## config.mk

```make
export PLATFORM = sky130hd
export DESIGN_NAME = selective_repeat_sender_cc_flat
export DESIGN_NICKNAME = d
export VERILOG_FILES = /design/src/rtl/srs_pkg.sv /design/src/rtl/srs_chan_if.sv /design/src/rtl/srs_front.sv /design/src/rtl/srs_back.sv /design/src/rtl/selective_repeat_sender_cc.sv /design/src/flat_wrapper.sv
export SDC_FILE = /design/constraint.sdc
export NUM_CORES = 2
export LEC_CHECK = 0
export BUFFER_PORTS_ARGS = -buffer_cell sky130_fd_sc_hd__buf_4
export CAP_MARGIN = 20
export CORE_UTILIZATION = 45
export CTS_BUF_LIST = sky130_fd_sc_hd__clkbuf_2
export CTS_CLUSTER_DIAMETER = 200
export DETAILED_ROUTE_END_ITERATION = 16
export SYNTH_ARGS = -nofsm -noshare
export SYNTH_HDL_FRONTEND = slang
export SYNTH_HIERARCHICAL = 1
export SYNTH_SLANG_ARGS = --single-unit
```

## constraint.sdc

```tcl
create_clock -name clk -period 10.5 [get_ports clk]
set_input_delay 0 -clock clk [delete_from_list [all_inputs] [get_ports clk]]
set_output_delay 0 -clock clk [all_outputs]
set_load 0.01 [all_outputs]
```

## src/rtl/srs_pkg.sv

```systemverilog
// Shared types, constants and helpers of the selective-repeat sender.
package srs_pkg;

	localparam int MAX_PACKETS_HELD_DEF = 16;
	localparam int WINDOW_LIMIT_DEF     = 8;

	localparam int IDX_W      = 5;   // carrier width of a packet index
	localparam int SEQ_W      = 5;
	localparam int Q_W        = 12;  // Q4.8 window values
	localparam int CFG_IDX_W  = 3;
	localparam int CFG_DATA_W = 16;
	localparam int QUEUE_DEPTH = 2;

	localparam logic [CFG_IDX_W-1:0] REG_PACKET_COUNT   = 3'd0;
	localparam logic [CFG_IDX_W-1:0] REG_INIT_TIMEOUT   = 3'd1;
	localparam logic [CFG_IDX_W-1:0] REG_MIN_TIMEOUT    = 3'd2;
	localparam logic [CFG_IDX_W-1:0] REG_MAX_TIMEOUT    = 3'd3;
	localparam logic [CFG_IDX_W-1:0] REG_RETRY_LIMIT    = 3'd4;
	localparam logic [CFG_IDX_W-1:0] REG_INIT_THRESHOLD = 3'd5;

	localparam logic [1:0] CMD_START = 2'd0;
	localparam logic [1:0] CMD_ACK   = 2'd1;
	localparam logic [1:0] CMD_TICK  = 2'd2;

	localparam logic [1:0] KIND_SEND    = 2'd0;
	localparam logic [1:0] KIND_TIMEOUT = 2'd1;
	localparam logic [1:0] KIND_FAST    = 2'd2;
	localparam logic [1:0] KIND_STATUS  = 2'd3;

	localparam logic [1:0] STAT_RUNNING = 2'd0;
	localparam logic [1:0] STAT_DONE    = 2'd1;
	localparam logic [1:0] STAT_FAILED  = 2'd2;

	localparam logic [7:0] ACK_FLAG_MASK = 8'h02;
	localparam logic [Q_W-1:0] ONE_Q = 12'd256;

	typedef enum logic [1:0] {OP_START, OP_ACK, OP_TICK, OP_NOP} srs_op_t;

	typedef enum logic [1:0] {PH_IDLE, PH_RUN, PH_DONE, PH_FAIL} srs_phase_t;

	typedef enum logic [4:0] {
		ST_IDLE, ST_ACK_EVAL, ST_RTT_UPD, ST_RTT_TMO, ST_ACK_WIN, ST_DIV, ST_DIV_END,
		ST_FR_EMIT, ST_BASE, ST_TICK_RD, ST_TICK_EVAL, ST_TICK_EMIT, ST_POST,
		ST_FILL, ST_FILL_EMIT, ST_STATUS
	} srs_state_t;

	typedef struct packed {
		srs_op_t          op;
		logic [IDX_W-1:0] idx;
		logic [31:0]      now;
	} srs_entry_t;

	// clamp a Q4.8 value into [one packet, m]
	function automatic logic [Q_W-1:0] clamp_q(input logic [Q_W:0] v, input logic [Q_W-1:0] m);
		logic [Q_W-1:0] r;
		if (v < {1'b0, ONE_Q})
			r = ONE_Q;
		else if (v > {1'b0, m})
			r = m;
		else
			r = v[Q_W-1:0];
		return r;
	endfunction

	function automatic logic [1:0] status_of(input srs_phase_t ph);
		logic [1:0] r;
		unique case (ph)
			PH_DONE: r = STAT_DONE;
			PH_FAIL: r = STAT_FAILED;
			default: r = STAT_RUNNING;
		endcase
		return r;
	endfunction

endpackage

```

## src/rtl/srs_chan_if.sv

```systemverilog
// Request and result channel interfaces of the selective-repeat sender.
interface srs_req_if;
	logic        valid;
	logic        ready;
	logic [1:0]  command;
	logic [7:0]  ack_flags;
	logic [7:0]  ack_number;
	logic [31:0] time_now_ms;
	modport source(output valid, command, ack_flags, ack_number, time_now_ms, input ready);
	modport sink(input valid, command, ack_flags, ack_number, time_now_ms, output ready);
endinterface

interface srs_res_if;
	logic        valid;
	logic        ready;
	logic [1:0]  kind;
	logic [4:0]  sequence_res;
	logic [1:0]  transfer_status;
	logic [11:0] window_q;
	logic [11:0] threshold_q;
	logic [15:0] timeout_ms;
	logic        last;
	modport source(output valid, kind, sequence_res, transfer_status, window_q, threshold_q,
		timeout_ms, last, input ready);
	modport sink(input valid, kind, sequence_res, transfer_status, window_q, threshold_q,
		timeout_ms, last, output ready);
endinterface

```

## src/rtl/srs_front.sv

```systemverilog
// Request intake: decodes each event and queues it for the sequencer.
module srs_front #(
	parameter int MAX_PACKETS_HELD = srs_pkg::MAX_PACKETS_HELD_DEF
) (
	input  logic               clk,
	input  logic               arst_n,
	srs_req_if.sink            req,
	output srs_pkg::srs_entry_t entry,
	output logic               entry_valid,
	input  logic               entry_ready
);
	import srs_pkg::*;

	localparam int CAP = (MAX_PACKETS_HELD < 31) ? MAX_PACKETS_HELD : 31;
	localparam int PW  = $clog2(QUEUE_DEPTH);
	localparam int NW  = $clog2(QUEUE_DEPTH + 1);

	srs_entry_t          buf_q [QUEUE_DEPTH];
	logic [PW-1:0]       wr_q, rd_q;
	logic [NW-1:0]       cnt_q;
	srs_entry_t          dec;
	logic [7:0]          num_m1;
	logic                push, pop;

	// classify; acks without the ack flag or that can never match a packet become no-ops
	always_comb begin
		num_m1  = req.ack_number - 8'd1;
		dec.now = req.time_now_ms;
		dec.idx = num_m1[IDX_W-1:0];
		unique case (req.command)
			CMD_START: dec.op = OP_START;
			CMD_ACK: begin
				if ((req.ack_flags & ACK_FLAG_MASK) != 8'd0 && req.ack_number != 8'd0
						&& 32'(req.ack_number) <= CAP)
					dec.op = OP_ACK;
				else
					dec.op = OP_NOP;
			end
			CMD_TICK: dec.op = OP_TICK;
			default:  dec.op = OP_NOP;
		endcase
	end

	assign req.ready   = cnt_q < NW'(QUEUE_DEPTH);
	assign push        = req.valid && req.ready;
	assign entry_valid = cnt_q != '0;
	assign pop         = entry_valid && entry_ready;
	assign entry       = buf_q[rd_q];

	always_ff @(posedge clk or negedge arst_n) begin
		if (!arst_n) begin
			wr_q  <= '0;
			rd_q  <= '0;
			cnt_q <= '0;
		end else begin
			if (push)
				wr_q <= (wr_q == PW'(QUEUE_DEPTH - 1)) ? '0 : wr_q + PW'(1);
			if (pop)
				rd_q <= (rd_q == PW'(QUEUE_DEPTH - 1)) ? '0 : rd_q + PW'(1);
			if (push && !pop)
				cnt_q <= cnt_q + NW'(1);
			else if (pop && !push)
				cnt_q <= cnt_q - NW'(1);
		end
	end

	always_ff @(posedge clk) begin
		if (push)
			buf_q[wr_q] <= dec;
	end

endmodule

```

## src/rtl/srs_back.sv

```systemverilog
// Event sequencer: per-packet state, window control, RTT estimator, results.
module srs_back #(
	parameter int MAX_PACKETS_HELD = srs_pkg::MAX_PACKETS_HELD_DEF,
	parameter int WINDOW_LIMIT     = srs_pkg::WINDOW_LIMIT_DEF
) (
	input  logic                            clk,
	input  logic                            arst_n,
	input  srs_pkg::srs_entry_t             entry,
	input  logic                            entry_valid,
	output logic                            entry_ready,
	input  logic                            write_enable,
	input  logic [srs_pkg::CFG_IDX_W-1:0]   write_index,
	input  logic [srs_pkg::CFG_DATA_W-1:0]  write_data,
	srs_res_if.source                       res
);
	import srs_pkg::*;

	localparam int CAP = (MAX_PACKETS_HELD < 31) ? MAX_PACKETS_HELD : 31;
	localparam int IW  = $clog2(CAP);
	localparam int CW  = $clog2(CAP + 1);
	localparam int EW  = ((CW > 5) ? CW : 5) + 1;
	localparam logic [CW-1:0] CAP_C = CW'(CAP);
	localparam int CMAX_I = (WINDOW_LIMIT * 256 > 4095) ? 4095 : WINDOW_LIMIT * 256;
	localparam logic [Q_W-1:0] CWND_MAX = CMAX_I[Q_W-1:0];
	localparam int SSTH_RST_I = (2048 > CMAX_I) ? CMAX_I : 2048;
	localparam logic [Q_W-1:0] SSTH_RST = SSTH_RST_I[Q_W-1:0];
	localparam logic [4:0] WL_C = 5'(WINDOW_LIMIT);
	localparam logic [4:0] DIV_LAST = 5'd16;

	// configuration
	logic [4:0]  pkt_cnt_q;
	logic [15:0] init_tmo_q, min_tmo_q, max_tmo_q;
	logic [3:0]  retry_lim_q, init_thr_q;

	// control
	srs_state_t  state_q, state_d;
	srs_phase_t  phase_q;
	logic [CW-1:0] total_q, base_q, next_q, i_q, rp_q;
	logic [CAP-1:0] acked_q, sent_q, samp_q;
	logic [3:0]  retry_q [CAP];
	logic [2:0]  dup_q [CAP];
	logic [Q_W-1:0] cwnd_q, ssth_q;
	logic [23:0] srtt_q, rttvar_q;
	logic [15:0] tmo_q;
	logic        rtt_valid_q, fr_q;
	logic [4:0]  div_cnt_q;
	logic        res_valid_q;

	// payload
	logic [IW-1:0] idx_q;
	logic [31:0] now_q;
	logic [31:0] send_mem [CAP];
	logic [31:0] rd_data_q;
	logic [23:0] sample_q;
	logic [11:0] rem_q;
	logic [8:0]  quo_q;
	logic [1:0]  kind_q, stat_q;
	logic [SEQ_W-1:0] seq_q;
	logic [Q_W-1:0] win_out_q, thr_out_q;
	logic [15:0] tmo_out_q;
	logic        last_q;

	// decisions
	logic [CW-1:0] idx_cw, tgt_cw;
	logic [IW-1:0] i_ix, tgt_ix;
	logic [31:0] elapsed;
	logic        tick_due, tick_fail, tick_retx;
	logic        ack_new, dup3, tgt_ok, fr_fail, fr_retx;
	logic [2:0]  dup_inc;
	logic [3:0]  fl_raw;
	logic [4:0]  flight;
	logic [EW-1:0] win_end;
	logic        fill_go, base_adv, out_free;
	logic [Q_W-1:0] ss_half, fr_cwnd;
	logic [20:0] el_sat;
	logic [23:0] s_new, err;
	logic [25:0] rv_sum;
	logic [26:0] sr_sum, tq_sum;
	logic [23:0] tq;
	logic [15:0] tmo_new;
	logic [12:0] trial;
	logic        ge;
	logic [CW-1:0] total_new;

	// outputs of the sequencer
	logic        out_load;
	logic [1:0]  out_kind;
	logic [SEQ_W-1:0] out_seq;
	logic        out_last;
	logic        mem_we;
	logic [IW-1:0] mem_wa, rd_addr;

	always_comb begin
		idx_cw  = CW'(idx_q);
		tgt_cw  = idx_cw + CW'(1);
		i_ix    = i_q[IW-1:0];
		tgt_ix  = tgt_cw[IW-1:0];
		elapsed = now_q - rd_data_q;

		tick_due  = !acked_q[i_ix] && sent_q[i_ix] && (elapsed >= {16'd0, tmo_q});
		tick_fail = tick_due && (retry_q[i_ix] >= retry_lim_q);
		tick_retx = tick_due && !tick_fail;

		ack_new = !acked_q[idx_q];
		dup_inc = (dup_q[idx_q] == 3'd7) ? 3'd7 : dup_q[idx_q] + 3'd1;
		dup3    = dup_inc == 3'd3;
		tgt_ok  = dup3 && (tgt_cw < total_q) && (tgt_cw < next_q) && !acked_q[tgt_ix];
		fr_fail = !ack_new && tgt_ok && (retry_q[tgt_ix] >= retry_lim_q);
		fr_retx = !ack_new && tgt_ok && !fr_fail;

		fl_raw = cwnd_q[11:8];
		if (fl_raw == 4'd0)
			flight = 5'd1;
		else if ({1'b0, fl_raw} > WL_C)
			flight = WL_C;
		else
			flight = {1'b0, fl_raw};
		win_end  = EW'(base_q) + EW'(flight);
		fill_go  = (next_q < total_q) && (EW'(next_q) < win_end);
		base_adv = (base_q < total_q) && acked_q[base_q[IW-1:0]];
		out_free = !res_valid_q || res.ready;

		ss_half = clamp_q({2'b00, cwnd_q[11:1]}, CWND_MAX);
		fr_cwnd = clamp_q({1'b0, ss_half} + 13'd768, CWND_MAX);

		// RTT sample, ms saturated then Q.3
		if (elapsed == 32'd0)
			el_sat = 21'd1;
		else if (elapsed > 32'd2097151)
			el_sat = 21'h1FFFFF;
		else
			el_sat = elapsed[20:0];
		s_new  = {el_sat, 3'b000};
		err    = (srtt_q > sample_q) ? srtt_q - sample_q : sample_q - srtt_q;
		rv_sum = {1'b0, rttvar_q, 1'b0} + {2'b00, rttvar_q} + {2'b00, err};
		sr_sum = {srtt_q, 3'b000} - {3'b000, srtt_q} + {3'b000, sample_q};
		tq_sum = {3'b000, srtt_q} + {1'b0, rttvar_q, 2'b00};
		tq     = tq_sum[26:3];
		if (tq < {8'd0, min_tmo_q})
			tmo_new = min_tmo_q;
		else if (tq > {8'd0, max_tmo_q})
			tmo_new = max_tmo_q;
		else
			tmo_new = tq[15:0];

		// one restoring step of 65536 / cwnd
		trial = {rem_q, div_cnt_q == 5'd0};
		ge    = trial >= {1'b0, cwnd_q};

		total_new = (32'(pkt_cnt_q) > CAP) ? CAP_C : CW'(pkt_cnt_q);
	end

	// next state
	always_comb begin
		state_d = state_q;
		unique case (state_q)
			ST_IDLE: begin
				if (entry_valid) begin
					if (entry.op == OP_START)
						state_d = ST_POST;
					else if (phase_q != PH_RUN)
						state_d = ST_STATUS;
					else if (entry.op == OP_ACK)
						state_d = (32'(entry.idx) < 32'(next_q)) ? ST_ACK_EVAL : ST_POST;
					else if (entry.op == OP_TICK)
						state_d = ST_TICK_RD;
					else
						state_d = ST_POST;
				end
			end
			ST_ACK_EVAL: begin
				if (ack_new)
					state_d = samp_q[idx_q] ? ST_RTT_UPD : ST_ACK_WIN;
				else if (fr_fail)
					state_d = ST_STATUS;
				else if (fr_retx)
					state_d = ST_FR_EMIT;
				else
					state_d = ST_BASE;
			end
			ST_RTT_UPD: state_d = ST_RTT_TMO;
			ST_RTT_TMO: state_d = ST_ACK_WIN;
			ST_ACK_WIN: begin
				if ((fr_q && idx_cw >= rp_q) || cwnd_q < ssth_q)
					state_d = ST_BASE;
				else
					state_d = ST_DIV;
			end
			ST_DIV:      if (div_cnt_q == DIV_LAST) state_d = ST_DIV_END;
			ST_DIV_END:  state_d = ST_BASE;
			ST_FR_EMIT:  if (out_free) state_d = ST_BASE;
			ST_BASE:     if (!base_adv) state_d = ST_POST;
			ST_TICK_RD:  state_d = (i_q < next_q) ? ST_TICK_EVAL : ST_POST;
			ST_TICK_EVAL: begin
				if (tick_fail)
					state_d = ST_STATUS;
				else if (tick_retx)
					state_d = ST_TICK_EMIT;
				else
					state_d = ST_TICK_RD;
			end
			ST_TICK_EMIT: if (out_free) state_d = ST_TICK_RD;
			ST_POST:      state_d = (base_q >= total_q) ? ST_STATUS : ST_FILL;
			ST_FILL:      state_d = fill_go ? ST_FILL_EMIT : ST_STATUS;
			ST_FILL_EMIT: if (out_free) state_d = ST_FILL;
			ST_STATUS:    if (out_free) state_d = ST_IDLE;
			default:      state_d = ST_IDLE;
		endcase
	end

	// sequencer outputs
	always_comb begin
		entry_ready = state_q == ST_IDLE;
		rd_addr     = (state_q == ST_IDLE) ? entry.idx[IW-1:0] : i_ix;
		mem_we      = 1'b0;
		mem_wa      = i_ix;
		out_load    = 1'b0;
		out_kind    = KIND_STATUS;
		out_seq     = '0;
		out_last    = 1'b0;
		unique case (state_q)
			ST_TICK_EVAL: mem_we = tick_retx;
			ST_ACK_EVAL: begin
				mem_we = fr_retx;
				mem_wa = tgt_ix;
			end
			ST_FILL: begin
				mem_we = fill_go;
				mem_wa = next_q[IW-1:0];
			end
			ST_TICK_EMIT: begin
				out_load = out_free;
				out_kind = KIND_TIMEOUT;
				out_seq  = SEQ_W'(i_q + CW'(1));
			end
			ST_FR_EMIT: begin
				out_load = out_free;
				out_kind = KIND_FAST;
				out_seq  = SEQ_W'(tgt_cw + CW'(1));
			end
			ST_FILL_EMIT: begin
				out_load = out_free;
				out_kind = KIND_SEND;
				out_seq  = SEQ_W'(next_q);
			end
			ST_STATUS: begin
				out_load = out_free;
				out_last = 1'b1;
			end
			default: ;
		endcase
	end

	always_ff @(posedge clk or negedge arst_n) begin
		if (!arst_n) begin
			state_q <= ST_IDLE;
		end else begin
			state_q <= state_d;
		end
	end

	// control datapath
	always_ff @(posedge clk or negedge arst_n) begin
		if (!arst_n) begin
			pkt_cnt_q   <= '0;
			init_tmo_q  <= 16'd400;
			min_tmo_q   <= 16'd120;
			max_tmo_q   <= 16'd1500;
			retry_lim_q <= 4'd15;
			init_thr_q  <= 4'd8;
			phase_q     <= PH_IDLE;
			total_q     <= '0;
			base_q      <= '0;
			next_q      <= '0;
			i_q         <= '0;
			rp_q        <= '0;
			acked_q     <= '0;
			sent_q      <= '0;
			samp_q      <= '0;
			for (int k = 0; k < CAP; k++) begin
				retry_q[k] <= '0;
				dup_q[k]   <= '0;
			end
			cwnd_q      <= ONE_Q;
			ssth_q      <= SSTH_RST;
			srtt_q      <= '0;
			rttvar_q    <= '0;
			tmo_q       <= 16'd400;
			rtt_valid_q <= 1'b0;
			fr_q        <= 1'b0;
			div_cnt_q   <= '0;
			res_valid_q <= 1'b0;
		end else begin
			if (write_enable) begin
				unique case (write_index)
					REG_PACKET_COUNT:   pkt_cnt_q   <= write_data[4:0];
					REG_INIT_TIMEOUT:   init_tmo_q  <= write_data;
					REG_MIN_TIMEOUT:    min_tmo_q   <= write_data;
					REG_MAX_TIMEOUT:    max_tmo_q   <= write_data;
					REG_RETRY_LIMIT:    retry_lim_q <= write_data[3:0];
					REG_INIT_THRESHOLD: init_thr_q  <= write_data[3:0];
					default: ;
				endcase
			end

			if (out_load)
				res_valid_q <= 1'b1;
			else if (res.ready)
				res_valid_q <= 1'b0;

			unique case (state_q)
				ST_IDLE: begin
					if (entry_valid && entry.op == OP_START) begin
						total_q     <= total_new;
						base_q      <= '0;
						next_q      <= '0;
						rp_q        <= '0;
						acked_q     <= '0;
						sent_q      <= '0;
						samp_q      <= '0;
						for (int k = 0; k < CAP; k++) begin
							retry_q[k] <= '0;
							dup_q[k]   <= '0;
						end
						cwnd_q      <= ONE_Q;
						ssth_q      <= clamp_q({1'b0, init_thr_q, 8'd0}, CWND_MAX);
						srtt_q      <= '0;
						rttvar_q    <= '0;
						tmo_q       <= init_tmo_q;
						rtt_valid_q <= 1'b0;
						fr_q        <= 1'b0;
						phase_q     <= PH_RUN;
					end
					i_q <= base_q;
				end
				ST_ACK_EVAL: begin
					if (ack_new) begin
						acked_q[idx_q] <= 1'b1;
						dup_q[idx_q]   <= '0;
					end else begin
						dup_q[idx_q] <= dup_inc;
						if (fr_fail) begin
							phase_q <= PH_FAIL;
						end else if (fr_retx) begin
							retry_q[tgt_ix] <= retry_q[tgt_ix] + 4'd1;
							samp_q[tgt_ix]  <= 1'b0;
							ssth_q          <= ss_half;
							cwnd_q          <= fr_cwnd;
							fr_q            <= 1'b1;
							rp_q            <= next_q - CW'(1);
						end else if (!dup3 && fr_q) begin
							cwnd_q <= clamp_q({1'b0, cwnd_q} + {1'b0, ONE_Q}, CWND_MAX);
						end
					end
				end
				ST_RTT_UPD: begin
					rtt_valid_q <= 1'b1;
					if (!rtt_valid_q) begin
						srtt_q   <= sample_q;
						rttvar_q <= {1'b0, sample_q[23:1]};
					end else begin
						srtt_q   <= sr_sum[26:3];
						rttvar_q <= rv_sum[25:2];
					end
				end
				ST_RTT_TMO: tmo_q <= tmo_new;
				ST_ACK_WIN: begin
					if (fr_q && idx_cw >= rp_q) begin
						fr_q   <= 1'b0;
						cwnd_q <= clamp_q({1'b0, ssth_q}, CWND_MAX);
					end else if (cwnd_q < ssth_q) begin
						cwnd_q <= clamp_q({1'b0, cwnd_q} + {1'b0, ONE_Q}, CWND_MAX);
					end
					div_cnt_q <= '0;
				end
				ST_DIV:     div_cnt_q <= div_cnt_q + 5'd1;
				ST_DIV_END: cwnd_q <= clamp_q({1'b0, cwnd_q} + {4'd0, quo_q}, CWND_MAX);
				ST_BASE:    if (base_adv) base_q <= base_q + CW'(1);
				ST_TICK_EVAL: begin
					if (tick_fail) begin
						phase_q <= PH_FAIL;
					end else if (tick_retx) begin
						retry_q[i_ix] <= retry_q[i_ix] + 4'd1;
						samp_q[i_ix]  <= 1'b0;
						ssth_q        <= ss_half;
						cwnd_q        <= ONE_Q;
						fr_q          <= 1'b0;
						rp_q          <= '0;
					end else begin
						i_q <= i_q + CW'(1);
					end
				end
				ST_TICK_EMIT: if (out_free) i_q <= i_q + CW'(1);
				ST_POST:      if (base_q >= total_q) phase_q <= PH_DONE;
				ST_FILL: begin
					if (fill_go) begin
						sent_q[next_q[IW-1:0]] <= 1'b1;
						samp_q[next_q[IW-1:0]] <= 1'b1;
						next_q <= next_q + CW'(1);
					end
				end
				default: ;
			endcase
		end
	end

	// payload registers
	always_ff @(posedge clk) begin
		if (state_q == ST_IDLE && entry_valid) begin
			idx_q <= entry.idx[IW-1:0];
			now_q <= entry.now;
		end
		if (state_q == ST_ACK_EVAL)
			sample_q <= s_new;
		if (state_q == ST_ACK_WIN) begin
			rem_q <= '0;
			quo_q <= '0;
		end else if (state_q == ST_DIV) begin
			rem_q <= ge ? 12'(trial - {1'b0, cwnd_q}) : trial[11:0];
			quo_q <= {quo_q[7:0], ge};
		end
		if (out_load) begin
			kind_q    <= out_kind;
			seq_q     <= out_seq;
			stat_q    <= status_of(phase_q);
			win_out_q <= cwnd_q;
			thr_out_q <= ssth_q;
			tmo_out_q <= tmo_q;
			last_q    <= out_last;
		end
	end

	// send-time store
	always_ff @(posedge clk) begin
		if (mem_we)
			send_mem[mem_wa] <= now_q;
		rd_data_q <= send_mem[rd_addr];
	end

	assign res.valid           = res_valid_q;
	assign res.kind            = kind_q;
	assign res.sequence_res    = seq_q;
	assign res.transfer_status = stat_q;
	assign res.window_q        = win_out_q;
	assign res.threshold_q     = thr_out_q;
	assign res.timeout_ms      = tmo_out_q;
	assign res.last            = last_q;

	a_next_in_total: assert property (@(posedge clk) disable iff (!arst_n)
		next_q <= total_q) else $error("next unsent beyond transfer size");
	a_base_le_next: assert property (@(posedge clk) disable iff (!arst_n)
		base_q <= next_q) else $error("window base passed next unsent");
	a_cwnd_range: assert property (@(posedge clk) disable iff (!arst_n)
		cwnd_q >= ONE_Q && cwnd_q <= CWND_MAX) else $error("cwnd out of range");
	a_last_is_status: assert property (@(posedge clk) disable iff (!arst_n)
		res_valid_q && last_q |-> kind_q == KIND_STATUS) else $error("last on non-status");
	a_pop_leaves_idle: assert property (@(posedge clk) disable iff (!arst_n)
		entry_valid && entry_ready |=> state_q != ST_IDLE) else $error("request dropped");

endmodule

```

## src/rtl/selective_repeat_sender_cc.sv

```systemverilog
// Top level of the selective-repeat sender with Reno window and RTO estimator.
//
// Each request is one event (start, acknowledgment, timer tick) with its
// millisecond stamp; it yields zero or more send/retransmit results and then
// one status result marked last. The intake decodes requests into a two-entry
// queue, so a new request is taken while the sequencer still works or a result
// waits in the output register. The sequencer handles one packet per step and
// one request at a time: a status-only event goes straight to its status result,
// a timer tick visits each outstanding packet and emits each retransmit, an
// acknowledgment updates the RTT, window and window base (the window growth
// in avoidance runs a bit-serial 17-step divide), and every new send is emitted
// before status. A stalled result output holds the sequencer.
// Send times live in a small memory with a registered read port; all other
// per-packet state is flip-flops cleared at start, so there is no clearing
// pass. Configuration writes are taken at any edge but must be done while idle.
module selective_repeat_sender_cc #(
	parameter int MAX_PACKETS_HELD = srs_pkg::MAX_PACKETS_HELD_DEF,
	parameter int WINDOW_LIMIT     = srs_pkg::WINDOW_LIMIT_DEF
) (
	input  logic                           clk,
	input  logic                           arst_n,
	srs_req_if.sink                        req,
	srs_res_if.source                      res,
	input  logic                           write_enable,
	input  logic [srs_pkg::CFG_IDX_W-1:0]  write_index,
	input  logic [srs_pkg::CFG_DATA_W-1:0] write_data
);
	import srs_pkg::*;

	srs_entry_t entry;      // decoded request from the intake queue
	logic       entry_valid;
	logic       entry_ready;

	srs_front #(
		.MAX_PACKETS_HELD(MAX_PACKETS_HELD)
	) u_front (
		.clk        (clk),
		.arst_n     (arst_n),
		.req        (req),
		.entry      (entry),
		.entry_valid(entry_valid),
		.entry_ready(entry_ready)
	);

	srs_back #(
		.MAX_PACKETS_HELD(MAX_PACKETS_HELD),
		.WINDOW_LIMIT    (WINDOW_LIMIT)
	) u_back (
		.clk         (clk),
		.arst_n      (arst_n),
		.entry       (entry),
		.entry_valid (entry_valid),
		.entry_ready (entry_ready),
		.write_enable(write_enable),
		.write_index (write_index),
		.write_data  (write_data),
		.res         (res)
	);

endmodule
```

## src/flat_wrapper.sv

```systemverilog
// flat-port wrapper written by rule: the top's interface ports become plain ports
module selective_repeat_sender_cc_flat import srs_pkg::*;
#(
	parameter int MAX_PACKETS_HELD = srs_pkg::MAX_PACKETS_HELD_DEF,
	parameter int WINDOW_LIMIT     = srs_pkg::WINDOW_LIMIT_DEF
)
  (clk, arst_n, write_enable, write_index, write_data, req_valid, req_command, req_ack_flags, req_ack_number, req_time_now_ms, req_ready, res_valid, res_kind, res_sequence_res, res_transfer_status, res_window_q, res_threshold_q, res_timeout_ms, res_last, res_ready);
  srs_req_if req_i ();
  srs_res_if res_i ();
  input  logic clk;
  input  logic arst_n;
  input  logic write_enable;
  input  logic [srs_pkg::CFG_IDX_W-1:0] write_index;
  input  logic [srs_pkg::CFG_DATA_W-1:0] write_data;
  input wire logic [$bits(req_i.valid)-1:0] req_valid;
  input wire logic [$bits(req_i.command)-1:0] req_command;
  input wire logic [$bits(req_i.ack_flags)-1:0] req_ack_flags;
  input wire logic [$bits(req_i.ack_number)-1:0] req_ack_number;
  input wire logic [$bits(req_i.time_now_ms)-1:0] req_time_now_ms;
  output wire logic [$bits(req_i.ready)-1:0] req_ready;
  output wire logic [$bits(res_i.valid)-1:0] res_valid;
  output wire logic [$bits(res_i.kind)-1:0] res_kind;
  output wire logic [$bits(res_i.sequence_res)-1:0] res_sequence_res;
  output wire logic [$bits(res_i.transfer_status)-1:0] res_transfer_status;
  output wire logic [$bits(res_i.window_q)-1:0] res_window_q;
  output wire logic [$bits(res_i.threshold_q)-1:0] res_threshold_q;
  output wire logic [$bits(res_i.timeout_ms)-1:0] res_timeout_ms;
  output wire logic [$bits(res_i.last)-1:0] res_last;
  input wire logic [$bits(res_i.ready)-1:0] res_ready;
  assign req_i.valid = req_valid;
  assign req_i.command = req_command;
  assign req_i.ack_flags = req_ack_flags;
  assign req_i.ack_number = req_ack_number;
  assign req_i.time_now_ms = req_time_now_ms;
  assign req_ready = req_i.ready;
  assign res_valid = res_i.valid;
  assign res_kind = res_i.kind;
  assign res_sequence_res = res_i.sequence_res;
  assign res_transfer_status = res_i.transfer_status;
  assign res_window_q = res_i.window_q;
  assign res_threshold_q = res_i.threshold_q;
  assign res_timeout_ms = res_i.timeout_ms;
  assign res_last = res_i.last;
  assign res_i.ready = res_ready;
  selective_repeat_sender_cc #(.MAX_PACKETS_HELD(MAX_PACKETS_HELD), .WINDOW_LIMIT(WINDOW_LIMIT)) u_core (.clk(clk), .arst_n(arst_n), .req(req_i), .res(res_i), .write_enable(write_enable), .write_index(write_index), .write_data(write_data));
endmodule
```

==> reports/results.tsv <==
metric	value	unit
required	12.03	ns
placeableCoreArea	128000	um^2
final_common_cell	edfxtp_1	
crit_path_end_kind	flop	
viasPerCell	5.80	
yosys_warnings	6	
num-fill-cells	11300	
multi_input_area	25900	um^2
combPwrFrac	51.4	%
clockBufferDepth	4	
synth-seq-cells	1102	
synth_edf_count	697	
clock.fmax	129	MHz
ios	126	
routed_wirelength	163000	um
drv_cap	0	
drt_iter0_drc	3881	
grt_util_all_layers	24.9	%
rows	131	
wl_per_cell	22.3	um
synth.distinct_cells	97	
start_util	45.6	%
power_leakage	0.0268	uW
clk_pin_slew	0.10	ns
slew_violations	0	
tritoncts	built	
cts_resized	0	
yosysSeqAreaShare	52.7	%
drcViolationCount	0	
p_per_area	274	nW/um^2
root_buffer	clkbuf_2	
first_pass_iters	6	
dieHeight	363	um
clkLatencyLatePin	1.71	ns
cts_setup_buffers	0	
regArea	30800	um^2
tightest_slew	1.14	ns
hold_class	in -> reg	
mostFrequentLayoutCells	697 x edfxtp_1, 442 x clkbuf_2, 390 x nand2_1	
dp_hpwl	103000	um
layout.nets	5796	
drive_gt1_share	19.0	%
grt_overflow	0	
gp_congestion	0.924	
htreeDepth	5	
dieArea	132000	um^2
hold_viol_final	0	
cts_sinks	1102	
status	completed	
synth_area_per_cell	12.1	um^2
syn_nets	5264	
start_kind	flop	
intPower	10400	uW
grt_max_degree	162	
grt_pass1_vias	43200	
p_switching	7900	uW
rsz0062_at_grt	false	
area_growth	14.0	%
vias	42500	
criticalPathCategory	reg -> reg	
postRouteAntennaNets	0	
ys_async_sr_fraction	31.9	%
synth_ff_type	edfxtp_1	
p_clk_share	16.4	%
syn_area	58500	um^2
r2r_slack	2.75	ns
swShare	43.2	%
cts_buffers	308	
crit_fanout	61	
die_w	363	um
skew	0.217	ns
synthCells	4848	
seqPwrFrac	32.2	%
worstPathArrival	9.28	ns
finish.utilization	52.0	%
finalCritPeriodShare	73.8	%
ir_worst_vdd	0.000138	V
antenna_found_initial	2	
power	18300	uW
relSlewSlack	23.9	%
finalCriticalPeriod	7.75	ns
final-setup-viol-count	0	
fin_tns_setup	0	ns
port-buffer-count	118	
grt_pass1_wl	253000	um
[cell families after synthesis]
| kind of cell | synth area share (%) |
|---|---|
| adder cells (fa/ha/maj) | 7.97 |
| AND/OR/NAND/NOR | 9.33 |
| buffers and inverters | 3.47 |
| AO/OA/AOI/OAI | 13.5 |
| multiplexers | 10.9 |
| XOR/XNOR | 2.18 |
| flip-flops | 52.7 |
[power groups by stage]
stage | combinational, uW | sequential [uW] | clock (uW)
after global routing | 10400 | 5980 | 3330
after CTS | 9320 | 5890 | 3110
after floorplan | 6960 | 5770 | 0
final | 9400 | 5900 | 3000
after global placement | 9060 | 5970 | 0
after detailed placement | 9170 | 5980 | 0
[synthesized netlist by cell type (all sizes together) (59+ instances only)]
| library cell | count | share of area (%) |
|---|---|---|
| a31oi | 86 | 0.92 |
| xnor2 | 87 | 1.3 |
| nand2 | 393 | 2.5 |
| o22ai | 70 | 0.75 |
| o21ai | 266 | 2.3 |
| nand3 | 86 | 0.74 |
| a21o | 76 | 0.98 |
| xor2 | 59 | 0.88 |
| mux4 | 201 | 7.7 |
| inv | 286 | 1.8 |
| nor2 | 307 | 2.0 |
| edfxtp | 697 | 36 |
| nor3 | 69 | 0.59 |
| dfrtp | 328 | 14 |
| mux2i | 72 | 1.2 |
| a21oi | 311 | 2.7 |
| clkbuf | 166 | 1.1 |
| a211oi | 63 | 0.85 |
| mux2 | 98 | 1.9 |
| a22o | 113 | 1.7 |
| ha | 291 | 6.2 |
[stage by stage]
| step | cell area (um^2) | setup slack [ns] | hold slack, ns | cells |
|---|---|---|---|---|
| final | 66700 | 2.75 | 0.227 | 7330 |
| after floorplan | 58500 | 3.45 | -0.296 | 4848 |
| after detailed placement | 61500 | 2.89 | 0.0539 | 6546 |
| after global placement | 61500 | 2.98 | 0.0632 | 6545 |
| after global routing | 66700 | 2.29 | 0.0533 | 7330 |
| after CTS | 66700 | 2.73 | 0.00380 | 7320 |
[flip-flops by register name, summed over array words and instances, names as in the netlist, 21 cells and up]
signal                   count
u_core/u_back/dup_q         48
u_core/u_back/now_q         32
u_core/u_back/rd_data_q     32
u_core/u_back/retry_q       64
u_core/u_back/rttvar_q      24
u_core/u_back/sample_q      21
u_core/u_back/send_mem     512
u_core/u_back/srtt_q        24
u_core/u_front/buf_q        78
[worst max-delay path: stages, from the launching register on]
cell,delay (ns)
edfxtp_1,0.34
buf_4,0.59
ha_1,0.62
xnor2_1,0.21
inv_1,0.78
mux4_2,0.62
mux4_2,0.55
inv_1,0.11
ha_1,0.22
nand2b_1,0.14
a21o_1,0.17
a21o_1,0.17
a21oi_1,0.38
a21oi_2,0.20
nor2_1,0.18
nand2_1,0.17
a211oi_4,0.23
buf_4,0.39
or2_4,0.79
buf_4,0.51
a22o_1,0.20
[routing by layer]
metal | track usage [%] | routed length [um]
met4 | 7.50 | 3580
met1 | 34.0 | 71700
met3 | 5.04 | 11000
met2 | 40.2 | 77200
met5 | 0 | 0
[worst paths after layout]
path / startpoint / endpoint / depth (start not counted)
max in group asynchronous: arst_n / u_core/u_back/retry_q[61] / 8
setup reg to reg: u_core/u_back/idx_q[0] / u_core/u_back/retry_q[30] / 20
setup / recovery: u_core/u_back/idx_q[0] / u_core/u_back/retry_q[30] / 20
min in group asynchronous: arst_n / u_core/u_back/state_q[0] / 6
hold reg to reg: u_core/u_front/buf_q[1][6] / u_core/u_back/now_q[6] / 1
hold / removal: write_index[2] / u_core/u_back/pkt_cnt_q[1] / 6
[area by class of cell]
class                   count  share of cell area, %
well taps                1729                   3.24
diodes                      9                 0.0338
inverters                 290                   1.63
clock inverters            80                  0.604
flip-flops and latches   1102                   46.2
multi-input cells        3234                   38.9
clock buffers             442                   3.32
repair buffers            444                   6.05
[what timing repair did]
item,4_1_cts,5_1_grt
endpoints found under the setup margin,0,0
hold buffers,252,0
endpoints found under the hold margin,632,0
Note: power is estimated with default switching activity, not from simulation.
